### src/rtl/atrd_pkg.sv
// ----------------------------------------------------------------------------
// atrd_pkg
// Shared types, character codes and match tables for the AT response
// terminator detector.
// ----------------------------------------------------------------------------
package atrd_pkg;

  localparam int unsigned COUNT_W      = 11;
  localparam int unsigned BUFFER_BYTES = 1024;
  localparam logic [COUNT_W-1:0] BUFFER_COUNT = COUNT_W'(BUFFER_BYTES);

  localparam logic [7:0] CH_CR = 8'h0D;
  localparam logic [7:0] CH_LF = 8'h0A;

  localparam logic [2:0] LINE_LEN_MAX = 3'd7;
  localparam logic [2:0] OK_LINE_LEN  = 3'd3;  // "OK" plus trailing CR
  localparam logic [2:0] ERR_LINE_LEN = 3'd5;  // "ERROR"

  typedef enum logic [1:0] {
    STATUS_PENDING = 2'd0,
    STATUS_OK      = 2'd1,
    STATUS_ERROR   = 2'd2
  } status_t;

  // One item moving from the input register into the state update
  typedef struct packed {
    logic       en;
    logic       clear;
    logic [7:0] data;
  } step_t;

  // Expected characters of the OK line, by position
  function automatic logic [7:0] ok_char(input logic [1:0] pos);
    logic [7:0] c;
    unique case (pos)
      2'd0:    c = 8'h4F;  // O
      2'd1:    c = 8'h4B;  // K
      default: c = CH_CR;
    endcase
    return c;
  endfunction

  // Expected characters of the ERROR prefix, by position
  function automatic logic [7:0] err_char(input logic [2:0] pos);
    logic [7:0] c;
    unique case (pos)
      3'd0, 3'd3: c = 8'h45;  // E (position 0), O below
      default:    c = 8'h52;  // R
    endcase
    if (pos == 3'd3) begin
      c = 8'h4F;
    end
    return c;
  endfunction

endpackage

### src/rtl/atrd_line_detect.sv
// ----------------------------------------------------------------------------
// atrd_line_detect
// Line tracker: CR LF framing, OK / ERROR line matching and status latch.
// ----------------------------------------------------------------------------
module atrd_line_detect (
  input  logic             clk,
  input  logic             rst,
  input  atrd_pkg::step_t  step,
  output logic             done,
  output atrd_pkg::status_t status_next,
  output logic             pending
);
  import atrd_pkg::*;

  logic       prev_was_cr,        prev_was_cr_next;
  logic       seen_line_end,      seen_line_end_next;
  logic [2:0] line_length,        line_length_next;
  logic       ok_prefix_match,    ok_prefix_match_next;
  logic       error_prefix_match, error_prefix_match_next;
  status_t    latched_status;

  logic line_end;
  logic hit_ok;
  logic hit_err;

  assign pending  = (latched_status == STATUS_PENDING);
  assign line_end = (step.data == CH_LF) && prev_was_cr;
  assign hit_ok   = seen_line_end && (line_length == OK_LINE_LEN) && ok_prefix_match;
  assign hit_err  = seen_line_end && (line_length >= ERR_LINE_LEN) && error_prefix_match;

  always_comb begin
    prev_was_cr_next        = prev_was_cr;
    seen_line_end_next      = seen_line_end;
    line_length_next        = line_length;
    ok_prefix_match_next    = ok_prefix_match;
    error_prefix_match_next = error_prefix_match;
    status_next             = latched_status;
    done                    = 1'b0;
    if (step.clear) begin
      prev_was_cr_next        = 1'b0;
      seen_line_end_next      = 1'b0;
      line_length_next        = '0;
      ok_prefix_match_next    = 1'b1;
      error_prefix_match_next = 1'b1;
      status_next             = STATUS_PENDING;
    end else if (pending) begin
      if (line_end) begin
        priority if (hit_ok) begin
          status_next = STATUS_OK;
          done        = 1'b1;
        end else if (hit_err) begin
          status_next = STATUS_ERROR;
          done        = 1'b1;
        end else begin
          seen_line_end_next      = 1'b1;
          line_length_next        = '0;
          ok_prefix_match_next    = 1'b1;
          error_prefix_match_next = 1'b1;
        end
        prev_was_cr_next = 1'b0;
      end else begin
        ok_prefix_match_next = ok_prefix_match && (line_length < OK_LINE_LEN)
                               && (step.data == ok_char(line_length[1:0]));
        if (line_length < ERR_LINE_LEN && step.data != err_char(line_length)) begin
          error_prefix_match_next = 1'b0;
        end
        if (line_length != LINE_LEN_MAX) begin
          line_length_next = line_length + 3'd1;
        end
        prev_was_cr_next = (step.data == CH_CR);
      end
    end
  end

  always_ff @(posedge clk) begin
    if (rst) begin
      prev_was_cr        <= 1'b0;
      seen_line_end      <= 1'b0;
      line_length        <= '0;
      ok_prefix_match    <= 1'b1;
      error_prefix_match <= 1'b1;
      latched_status     <= STATUS_PENDING;
    end else if (step.en) begin
      prev_was_cr        <= prev_was_cr_next;
      seen_line_end      <= seen_line_end_next;
      line_length        <= line_length_next;
      ok_prefix_match    <= ok_prefix_match_next;
      error_prefix_match <= error_prefix_match_next;
      latched_status     <= status_next;
    end
  end

  // OK can only match on a line of exactly OK_LINE_LEN
  a_ok_len: assert property (@(posedge clk) disable iff (rst)
    (line_length > OK_LINE_LEN) |-> !ok_prefix_match)
    else $error("ok match kept past OK line length");

  // status never moves once latched, except on a clear
  a_latch: assert property (@(posedge clk) disable iff (rst)
    (step.en && !step.clear && !pending) |=> $stable(latched_status))
    else $error("latched status changed without clear");

  // a finished response leaves a non-pending status
  a_done: assert property (@(posedge clk) disable iff (rst)
    (step.en && done) |=> !pending)
    else $error("done without latched status");

endmodule

### src/rtl/atrd_byte_count.sv
// ----------------------------------------------------------------------------
// atrd_byte_count
// Saturating response byte counter with overflow flag.
// ----------------------------------------------------------------------------
module atrd_byte_count (
  input  logic                          clk,
  input  logic                          rst,
  input  atrd_pkg::step_t               step,
  input  logic                          pending,
  output logic [atrd_pkg::COUNT_W-1:0]  count_next,
  output logic                          overflow_next
);
  import atrd_pkg::*;

  logic [COUNT_W-1:0] byte_count;
  logic               overflow_flag;

  always_comb begin
    count_next    = byte_count;
    overflow_next = overflow_flag;
    if (step.clear) begin
      count_next    = '0;
      overflow_next = 1'b0;
    end else if (pending) begin
      if (byte_count == BUFFER_COUNT) begin
        overflow_next = 1'b1;
      end else begin
        count_next = byte_count + COUNT_W'(1);
      end
    end
  end

  always_ff @(posedge clk) begin
    if (rst) begin
      byte_count    <= '0;
      overflow_flag <= 1'b0;
    end else if (step.en) begin
      byte_count    <= count_next;
      overflow_flag <= overflow_next;
    end
  end

  a_sat: assert property (@(posedge clk) disable iff (rst)
    byte_count <= BUFFER_COUNT)
    else $error("byte count beyond buffer size");

  a_ovf: assert property (@(posedge clk) disable iff (rst)
    overflow_flag |-> (byte_count == BUFFER_COUNT))
    else $error("overflow without full count");

  a_clear: assert property (@(posedge clk) disable iff (rst)
    (step.en && step.clear) |=> (byte_count == '0 && !overflow_flag))
    else $error("clear did not zero the counter");

endmodule

### src/rtl/at_response_terminator_detector_top.sv
// ----------------------------------------------------------------------------
// at_response_terminator_detector_top
// Follows a modem's AT response byte by byte and flags OK / ERROR endings.
// ----------------------------------------------------------------------------
// Each item is either a clear (command = 1) that starts a new response or
// one received byte (command = 0). Every item yields exactly one result
// carrying complete, status, bytes_received and overflow. Lines are framed
// by CR LF; after at least one earlier CR LF, a line that reads exactly OK
// ends the response with status ok, and a line starting ERROR ends it with
// status error. The status then holds and later bytes are ignored until the
// next clear. The byte count saturates at 1024 and sets overflow.
// Throughput is one item per clock: an item waits in the input register, the
// state update and result are computed in one pass of small compare logic,
// and the result register holds it until taken, so out_valid rises when the
// item moves from the input register into the result register. Only output
// back-pressure slows the block.
// ----------------------------------------------------------------------------
module at_response_terminator_detector_top (
  input  logic                          clk,
  input  logic                          rst,
  input  logic                          in_valid,
  output logic                          in_ready,
  input  logic                          command,
  input  logic [7:0]                    data_byte,
  output logic                          out_valid,
  input  logic                          out_ready,
  output logic                          complete,
  output logic [1:0]                    status,
  output logic [atrd_pkg::COUNT_W-1:0]  bytes_received,
  output logic                          overflow
);
  import atrd_pkg::*;

  // input register
  logic       s1_valid;
  logic       s1_command;
  logic [7:0] s1_data;

  logic    s2_load;   // result register can take a new item
  step_t   step;
  logic    done;
  status_t status_next;
  logic    pending;
  logic [COUNT_W-1:0] count_next;
  logic    overflow_next;

  assign s2_load  = !out_valid || out_ready;
  assign in_ready = !s1_valid || s2_load;

  assign step.en    = s1_valid && s2_load;
  assign step.clear = s1_command;
  assign step.data  = s1_data;

  always_ff @(posedge clk) begin
    if (rst) begin
      s1_valid <= 1'b0;
    end else if (in_ready) begin
      s1_valid <= in_valid;
    end
  end

  always_ff @(posedge clk) begin
    if (in_ready && in_valid) begin
      s1_command <= command;
      s1_data    <= data_byte;
    end
  end

  atrd_line_detect u_line (
    .clk         (clk),
    .rst         (rst),
    .step        (step),
    .done        (done),
    .status_next (status_next),
    .pending     (pending)
  );

  atrd_byte_count u_count (
    .clk           (clk),
    .rst           (rst),
    .step          (step),
    .pending       (pending),
    .count_next    (count_next),
    .overflow_next (overflow_next)
  );

  // result register
  always_ff @(posedge clk) begin
    if (rst) begin
      out_valid <= 1'b0;
    end else if (s2_load) begin
      out_valid <= s1_valid;
    end
  end

  always_ff @(posedge clk) begin
    if (step.en) begin
      complete       <= done;
      status         <= status_next;
      bytes_received <= count_next;
      overflow       <= overflow_next;
    end
  end

  a_complete: assert property (@(posedge clk) disable iff (rst)
    (out_valid && complete) |-> (status != STATUS_PENDING))
    else $error("complete with pending status");

  a_ovf_out: assert property (@(posedge clk) disable iff (rst)
    (out_valid && overflow) |-> (bytes_received == BUFFER_COUNT))
    else $error("overflow shown without full count");

  a_stall: assert property (@(posedge clk) disable iff (rst)
    !in_ready |-> (s1_valid && out_valid))
    else $error("input stalled with free pipeline");

  a_hold: assert property (@(posedge clk) disable iff (rst)
    (s1_valid && !s2_load) |=> (s1_valid && $stable(s1_data) && $stable(s1_command)))
    else $error("stalled item lost from input register");

endmodule
### config.mk
export PLATFORM = sky130hd
export DESIGN_NAME = at_response_terminator_detector_top
export DESIGN_NICKNAME = d
export VERILOG_FILES = /design/src/rtl/atrd_pkg.sv /design/src/rtl/atrd_line_detect.sv /design/src/rtl/atrd_byte_count.sv /design/src/rtl/at_response_terminator_detector_top.sv
export SDC_FILE = /design/constraint.sdc
export NUM_CORES = 1
export LEC_CHECK = 0
export BUFFER_PORTS_ARGS = -buffer_cell sky130_fd_sc_hd__buf_2
export CAP_MARGIN = 10
export CORE_AREA = 2 2 97 52
export CTS_CLUSTER_SIZE = 10
export DETAILED_ROUTE_END_ITERATION = 6
export DIE_AREA = 0 0 99 54
export PLACE_DENSITY = 0.79
export SYNTH_ARGS = -nofsm -noshare
export SYNTH_HDL_FRONTEND = slang
export SYNTH_SLANG_ARGS = --single-unit
### constraint.sdc
create_clock -name clk -period 4 [get_ports clk]
set_input_delay 0.2 -clock clk [delete_from_list [all_inputs] [get_ports clk]]
set_output_delay 0.2 -clock clk [all_outputs]
set_load 0.02 [all_outputs]
; ---- Yosys cells after proc, flatten, opt, wreduce, memory -nomap -nowiden
; Index checks and enable logic that the tools add are counted.
[word_totals]
regBits = 47
in_bits = 13
[classes]
bitwise_logic = 2
eq_ne = 12
n_lt_le_gt_ge = 3
reduce_logical = 28
addsub = 2
mux = 43
[ops]
columns = op, count
row1 = $mux 8, 6
row2 = $mux 11, 3
row3 = $mux 1, 20
row4 = $mux 3, 6
row5 = $eq 8x4->1 const B, 2
row6 = $reduce_and 5->1, 3
row7 = $pmux 7 s2, 1
row8 = $add 11x1->11 const B, 1
row9 = $eq 11x11->1 const B, 1
row10 = $logic_and 1x1->1, 10
row11 = $mux 2, 5
row12 = $mux 5, 2
row13 = $ne 3x3->1 const B, 3
row14 = $eq 8x8->1, 1
row15 = $ne 8x8->1, 1
row16 = $reduce_bool 3->1, 2
row17 = $logic_not 2->1, 2
row18 = $ne 2x2->1 const B, 2
row19 = $reduce_and 4->1, 1
row20 = $reduce_bool 2->1, 2
row21 = $add 3x1->3 const B, 1
row22 = $eq 3x2->1 const B, 1
row23 = $ge 3x3->1 const B, 1
row24 = $logic_not 3->1, 1
row25 = other kinds (9), 12

; ---- Depth between registers and ports, before layout
[logic_depth]
depth_word = 13
ltp_mapped = 7
ltp_nobuf = 7

; ---- By module
; Synthesis repeated with hierarchy kept, for this count alone.
[hier_totals]
hier_cells = 234
area_unflattened_um2 = 2468.6
[modules_own_cells]
columns = module, cells_per_inst, instances, seq_area_each_um2, area_each_um2
row1 = atrd_byte_count, 115, 1, 240.2, 938.4
row2 = at_response_terminator_detector_top, 34, 1, 760.7, 824.5
row3 = atrd_line_detect, 85, 1, 180.2, 705.7

; ---- Worst setup path after synthesis
; Ideal clock, no wire load.
[synth_timing]
path_kind = reg-to-reg
start = register u_line.line_length[1]
end = register u_line.error_prefix_match
path_stages_with_launch = 8
slack_ns = 1.882
arrival_time_ns = 1.991
cell_sequence = dfxtp_1 inv_1 ha_1 or3_1 a41oi_1 o31ai_4 o31a_1 or3_1
[synth_via]
elab_chain_len = 11
elab_cells_between_ends = 20
[synth_rtl]
columns = element, line_no
row1 = "start, declared", atrd_line_detect.sv:17  ; logic [2:0] line_length, line_length_next;
row2 = "start signal, assigned", atrd_line_detect.sv:86  ; line_length <= line_length_next;
row3 = $eq 3x2->1 or $logic_not 3->1 (tied branches), "atrd_pkg.sv:46, atrd_pkg.sv:50, atrd_line_detect.sv:28"
row4 = $reduce_or 2->1, atrd_pkg.sv:46  ; unique case (pos)
row5 = $mux 5, atrd_pkg.sv:46
row6 = $mux 5, atrd_pkg.sv:50  ; if (pos == 3'd3) begin
row7 = $mux 8, atrd_line_detect.sv:47  ; if (line_end) begin
row8 = $mux 8, atrd_line_detect.sv:46  ; end else if (pending) begin
row9 = $mux 8, atrd_line_detect.sv:39  ; if (step.clear) begin
row10 = $ne 8x8->1, atrd_line_detect.sv:64  ; if (line_length < ERR_LINE_LEN && step.data != err_char(line_length)) begin
row11 = $logic_and 1x1->1, atrd_line_detect.sv:64
row12 = $reduce_bool 3->1 (no source line), n/a
row13 = $reduce_and 5->1 (no source line) (*), n/a
row14 = "end signal, assigned", atrd_line_detect.sv:88  ; error_prefix_match <= error_prefix_match_next;
row15 = "end, declared", atrd_line_detect.sv:19  ; logic error_prefix_match, error_prefix_match_next;
; Mark *: on every way between the ends. The rest lies on a longest branch, timed or not. The select of a mux whose other input is x is not followed.
; A chain may end at the register's enable or synchronous reset.

; ---- Worst setup path in the final report
[layout_timing]
start = register u_line.line_length[0]
end = register u_line.line_length[0]
[layout_via]
elab_chain_len = 5
elab_cells_between_ends = 16
[layout_rtl]
columns = element, line_no
row1 = "$add 3x1->3, or another cell as far along", atrd_line_detect.sv:68  ; line_length_next = line_length + 3'd1;
row2 = "$mux 3, or another cell as far along", atrd_line_detect.sv:67  ; if (line_length != LINE_LEN_MAX) begin
row3 = "$mux 3, or another cell as far along", atrd_line_detect.sv:47
row4 = $mux 3 or $ne 3x3->1 (tied branches), n/a
row5 = $mux 3 or $reduce_and 5->1 (tied branches), n/a
; Several ways; a longest one is shown, not always the timed one. The select of a mux whose other input is x is not followed.

==> impl_metrics.csv <==
group,metric,value,unit
yosys,synth_flop_cell,"edfxtp_1",
drt,viasPerCell,5.84,
cts,ctsLongestPathBuffers,2,
finish,multiInputGateArea,0.00111,mm2
floorplan,die_x,99,um
power_and_ir_drop,p_comb_frac,0.069,
sta,period_share,0.591,
global_route,track_usage,0.204,
sta,finalClockSkew,0.00902,ns
power_and_ir_drop,p_clk_frac,0.373,
worst_setup_path,crit_path_frequent_cell,"ha_1",
floorplan,core-area,0.00462,mm2
global_route,antenna_found_initial,0,
worst_setup_path,slowest_delay,0.51,ns
power_and_ir_drop,leakagePower,0.000924,uW
worst_setup_path,worst_ep_arrival_time,2.59,ns
worst_setup_path,cp_top_family,"simple AND/OR/NAND/NOR gates",
worst_setup_path,end_kind,"register",
finish,fill_cells,380,
sta,slew_headroom,0.348,
global_route,grt_max_degree,29,
yosys,synth_nets,263,
cts,htree_levels,2,
cts,root_buffer,"clkbuf_8",
sta,setup_viol,0,
sta,tns,0,ns
sta,max_freq,423,MHz
finish,seq_area,0.00118,mm2
drt,vias,1922,
cts,hold_buffers,0,
sta,worst_hold_slack,0.0772,ns
drt,wl_per_cell,15.4,um
hold_path,hp-class,"primary input to register",
yosys,async_reset_ff_frac,0,
sta,rsz0062_at_grt,"no",
cts,numCtsBuffers,5,
finish,final_common_cell,"buf_2",
finish,fin_nets,289,
drt,drc,0,
global_route,grt_pass1_wl,8290,um
power_and_ir_drop,p_sw_frac,0.225,
cts,clk_pin_slew,0.09,ns
global_route,grt_remaining_overflow,0,
cts,cts_tree,"built",
placement,place_ws,1.71,ns
power_and_ir_drop,pwr-share-seq,0.558,
floorplan,start_util,0.513,
worst_setup_path,path_buf_inv,0,
worst_setup_path,worstPathRequired,4.23,ns
drt,first_pass_iters,4,
sta,tightest_slew,0.977,ns
placement,dp.cells,321,
yosys,synth_area_per_cell,9.79,um2
yosys,synth_enable_flop_cells,24,
yosys,synth_cells,242,
power_and_ir_drop,power.density,362,mW/mm2
worst_setup_path,worstPathMaxFanout,8,
yosys,synth_top_area_frac,0.304,
floorplan,die_h,54,um
power_and_ir_drop,peakVddDrop,0.199,mV
floorplan,top_level_ports,30,
worst_setup_path,slowest_stage,"or4_1",
sta,drv_slew,0,
placement,dpl_cell_area,0.00255,mm2
yosys,netlist_area,0.00237,mm2
yosys,synth_area_leader_cell,"edfxtp_1",
placement,dp_hpwl,3650,um
finish,fin_area,0.00267,mm2
power_and_ir_drop,p_int,749,uW
finish,final_cell_mix,"buf_2, nor2_1, edfxtp_1",
cts,cts.sinks,47,
status,status,"completed",
yosys,ys_seq_area_frac,0.498,
worst_setup_path,cp-start-kind,"register",
placement,portBuffers,29,
finish,drive_gt1_frac,0.164,
cts,post_cts_resized,0,
placement,gp_congestion,0.914,
cts,post_cts_buffers,0,
cts,clk-insertion-delay-late,0.30,ns
worst_setup_path,path_cells,"ha_1 > ha_1 > and3_1 > a41oi_1 > o31ai_4 > or4_1 > o22ai_1",
yosys,yosys_warnings,0,
power_and_ir_drop,p_switching,218,uW
floorplan,die-area,0.00535,mm2
floorplan,fp-row-count,18,
job,cap_violations,0,
drt,routed_wl,5070,um
yosys,synthDistinctLibCells,54,
yosys,synth.area.top_cells,"edfxtp_1, dfxtp_1, a21oi_1, nor2_1, ha_1",
drt,drt_iter0_markers,172,
sta,hold_viol,0,
finish,syn2layout_area_growth,12.6,%
sta,fin_ws,1.63,ns
finish,diodes,0,
worst_setup_path,critPathKind,"register to register",
sta,layout_min_cycle_time,2.37,ns
yosys,ys_seq_elements,47,
drt,ant_nets,0,
finish,stdcell_count,329,
global_route,grt_pass1_vias,1628,
## layer usage
layer | track usage | up-vias | share of wire
li1 | - | 929 | -
met5 | 0 | - | 0
met1 | 0.322 | 913 | 0.53
met2 | 0.274 | 78 | 0.39
met3 | 0.0558 | 2 | 0.085
met4 | 0.0411 | 0 | 0.0022
## path summary, 6_finish.rpt
kind                    startpoint                     to  slack, ns  cells after the start
min reg2reg  u_count.overflow_flag  u_count.overflow_flag       0.49                      1
max          u_line.line_length[0]  u_line.line_length[0]       1.63                      7
max reg2reg  u_line.line_length[0]  u_line.line_length[0]       1.63                      7
min                   data_byte[0]             s1_data[0]       0.08                      1
## cells by family after synthesis
group,after synthesis,synth area share
fa+ha+maj,8,0.0422
simple gates,101,0.232
buf+inv,21,0.0338
xor+xnor,10,0.0370
flops,47,0.498
mux,1,0.00422
compound gates,54,0.152
## Yosys cell counts, drive strengths merged (2+ instances only)
library cell,n
nor2,29
edfxtp,24
a21oi,23
dfxtp,23
nand2,18
inv,11
or3,9
clkbuf,8
ha,8
o21ai,7
nand3,6
xor2,6
nor4,5
or2,5
nand2b,4
xnor2,4
nand3b,3
nand4,3
nor3,3
o21a,3
or4,3
a21o,2
a221oi,2
a31oi,2
and3,2
buf,2
nand4b,2
nor2b,2
nor3b,2
o211ai,2
o21bai,2
o32ai,2
## sequential cells by signal, summed over array words and instances (netlist names)
name                       count
u_line.line_length             3
complete                       1
s1_data                        8
status                         2
out_valid                      1
s1_valid                       1
u_line.prev_was_cr             1
u_line.ok_prefix_match         1
u_line.seen_line_end           1
u_line.latched_status          2
bytes_received                11
overflow                       1
u_count.byte_count            11
u_count.overflow_flag          1
s1_command                     1
u_line.error_prefix_match      1
## cell type report
cell class | count | area share
Sequential cell | 47 | 0.443
Tap cell | 60 | 0.0281
Timing Repair Buffer | 29 | 0.0544
Multi-Input combinational cell | 174 | 0.415
Inverter | 11 | 0.0155
Clock inverter | 2 | 0.0131
Clock buffer | 6 | 0.0309
## power by group through the flow
stage          clock (uW)  sequential (uW)  combinational (uW)
6_report              360              540                66.3
5_1_grt               386              542                73.7
4_1_cts               366              539                66.0
3_5_place_dp            0              550                65.7
2_1_floorplan           0              550                41.0
3_3_place_gp            0              550                65.2
## metrics by stage
| step | power [uW] | utilization |
|---|---|---|
| after floorplan | 591 | - |
| after global placement | 615 | 0.553 |
| after detailed placement | 616 | 0.553 |
| after CTS | 971 | 0.578 |
| after global routing | 1000 | 0.578 |
| final | 967 | 0.578 |
(Power assumes the default switching activity.)
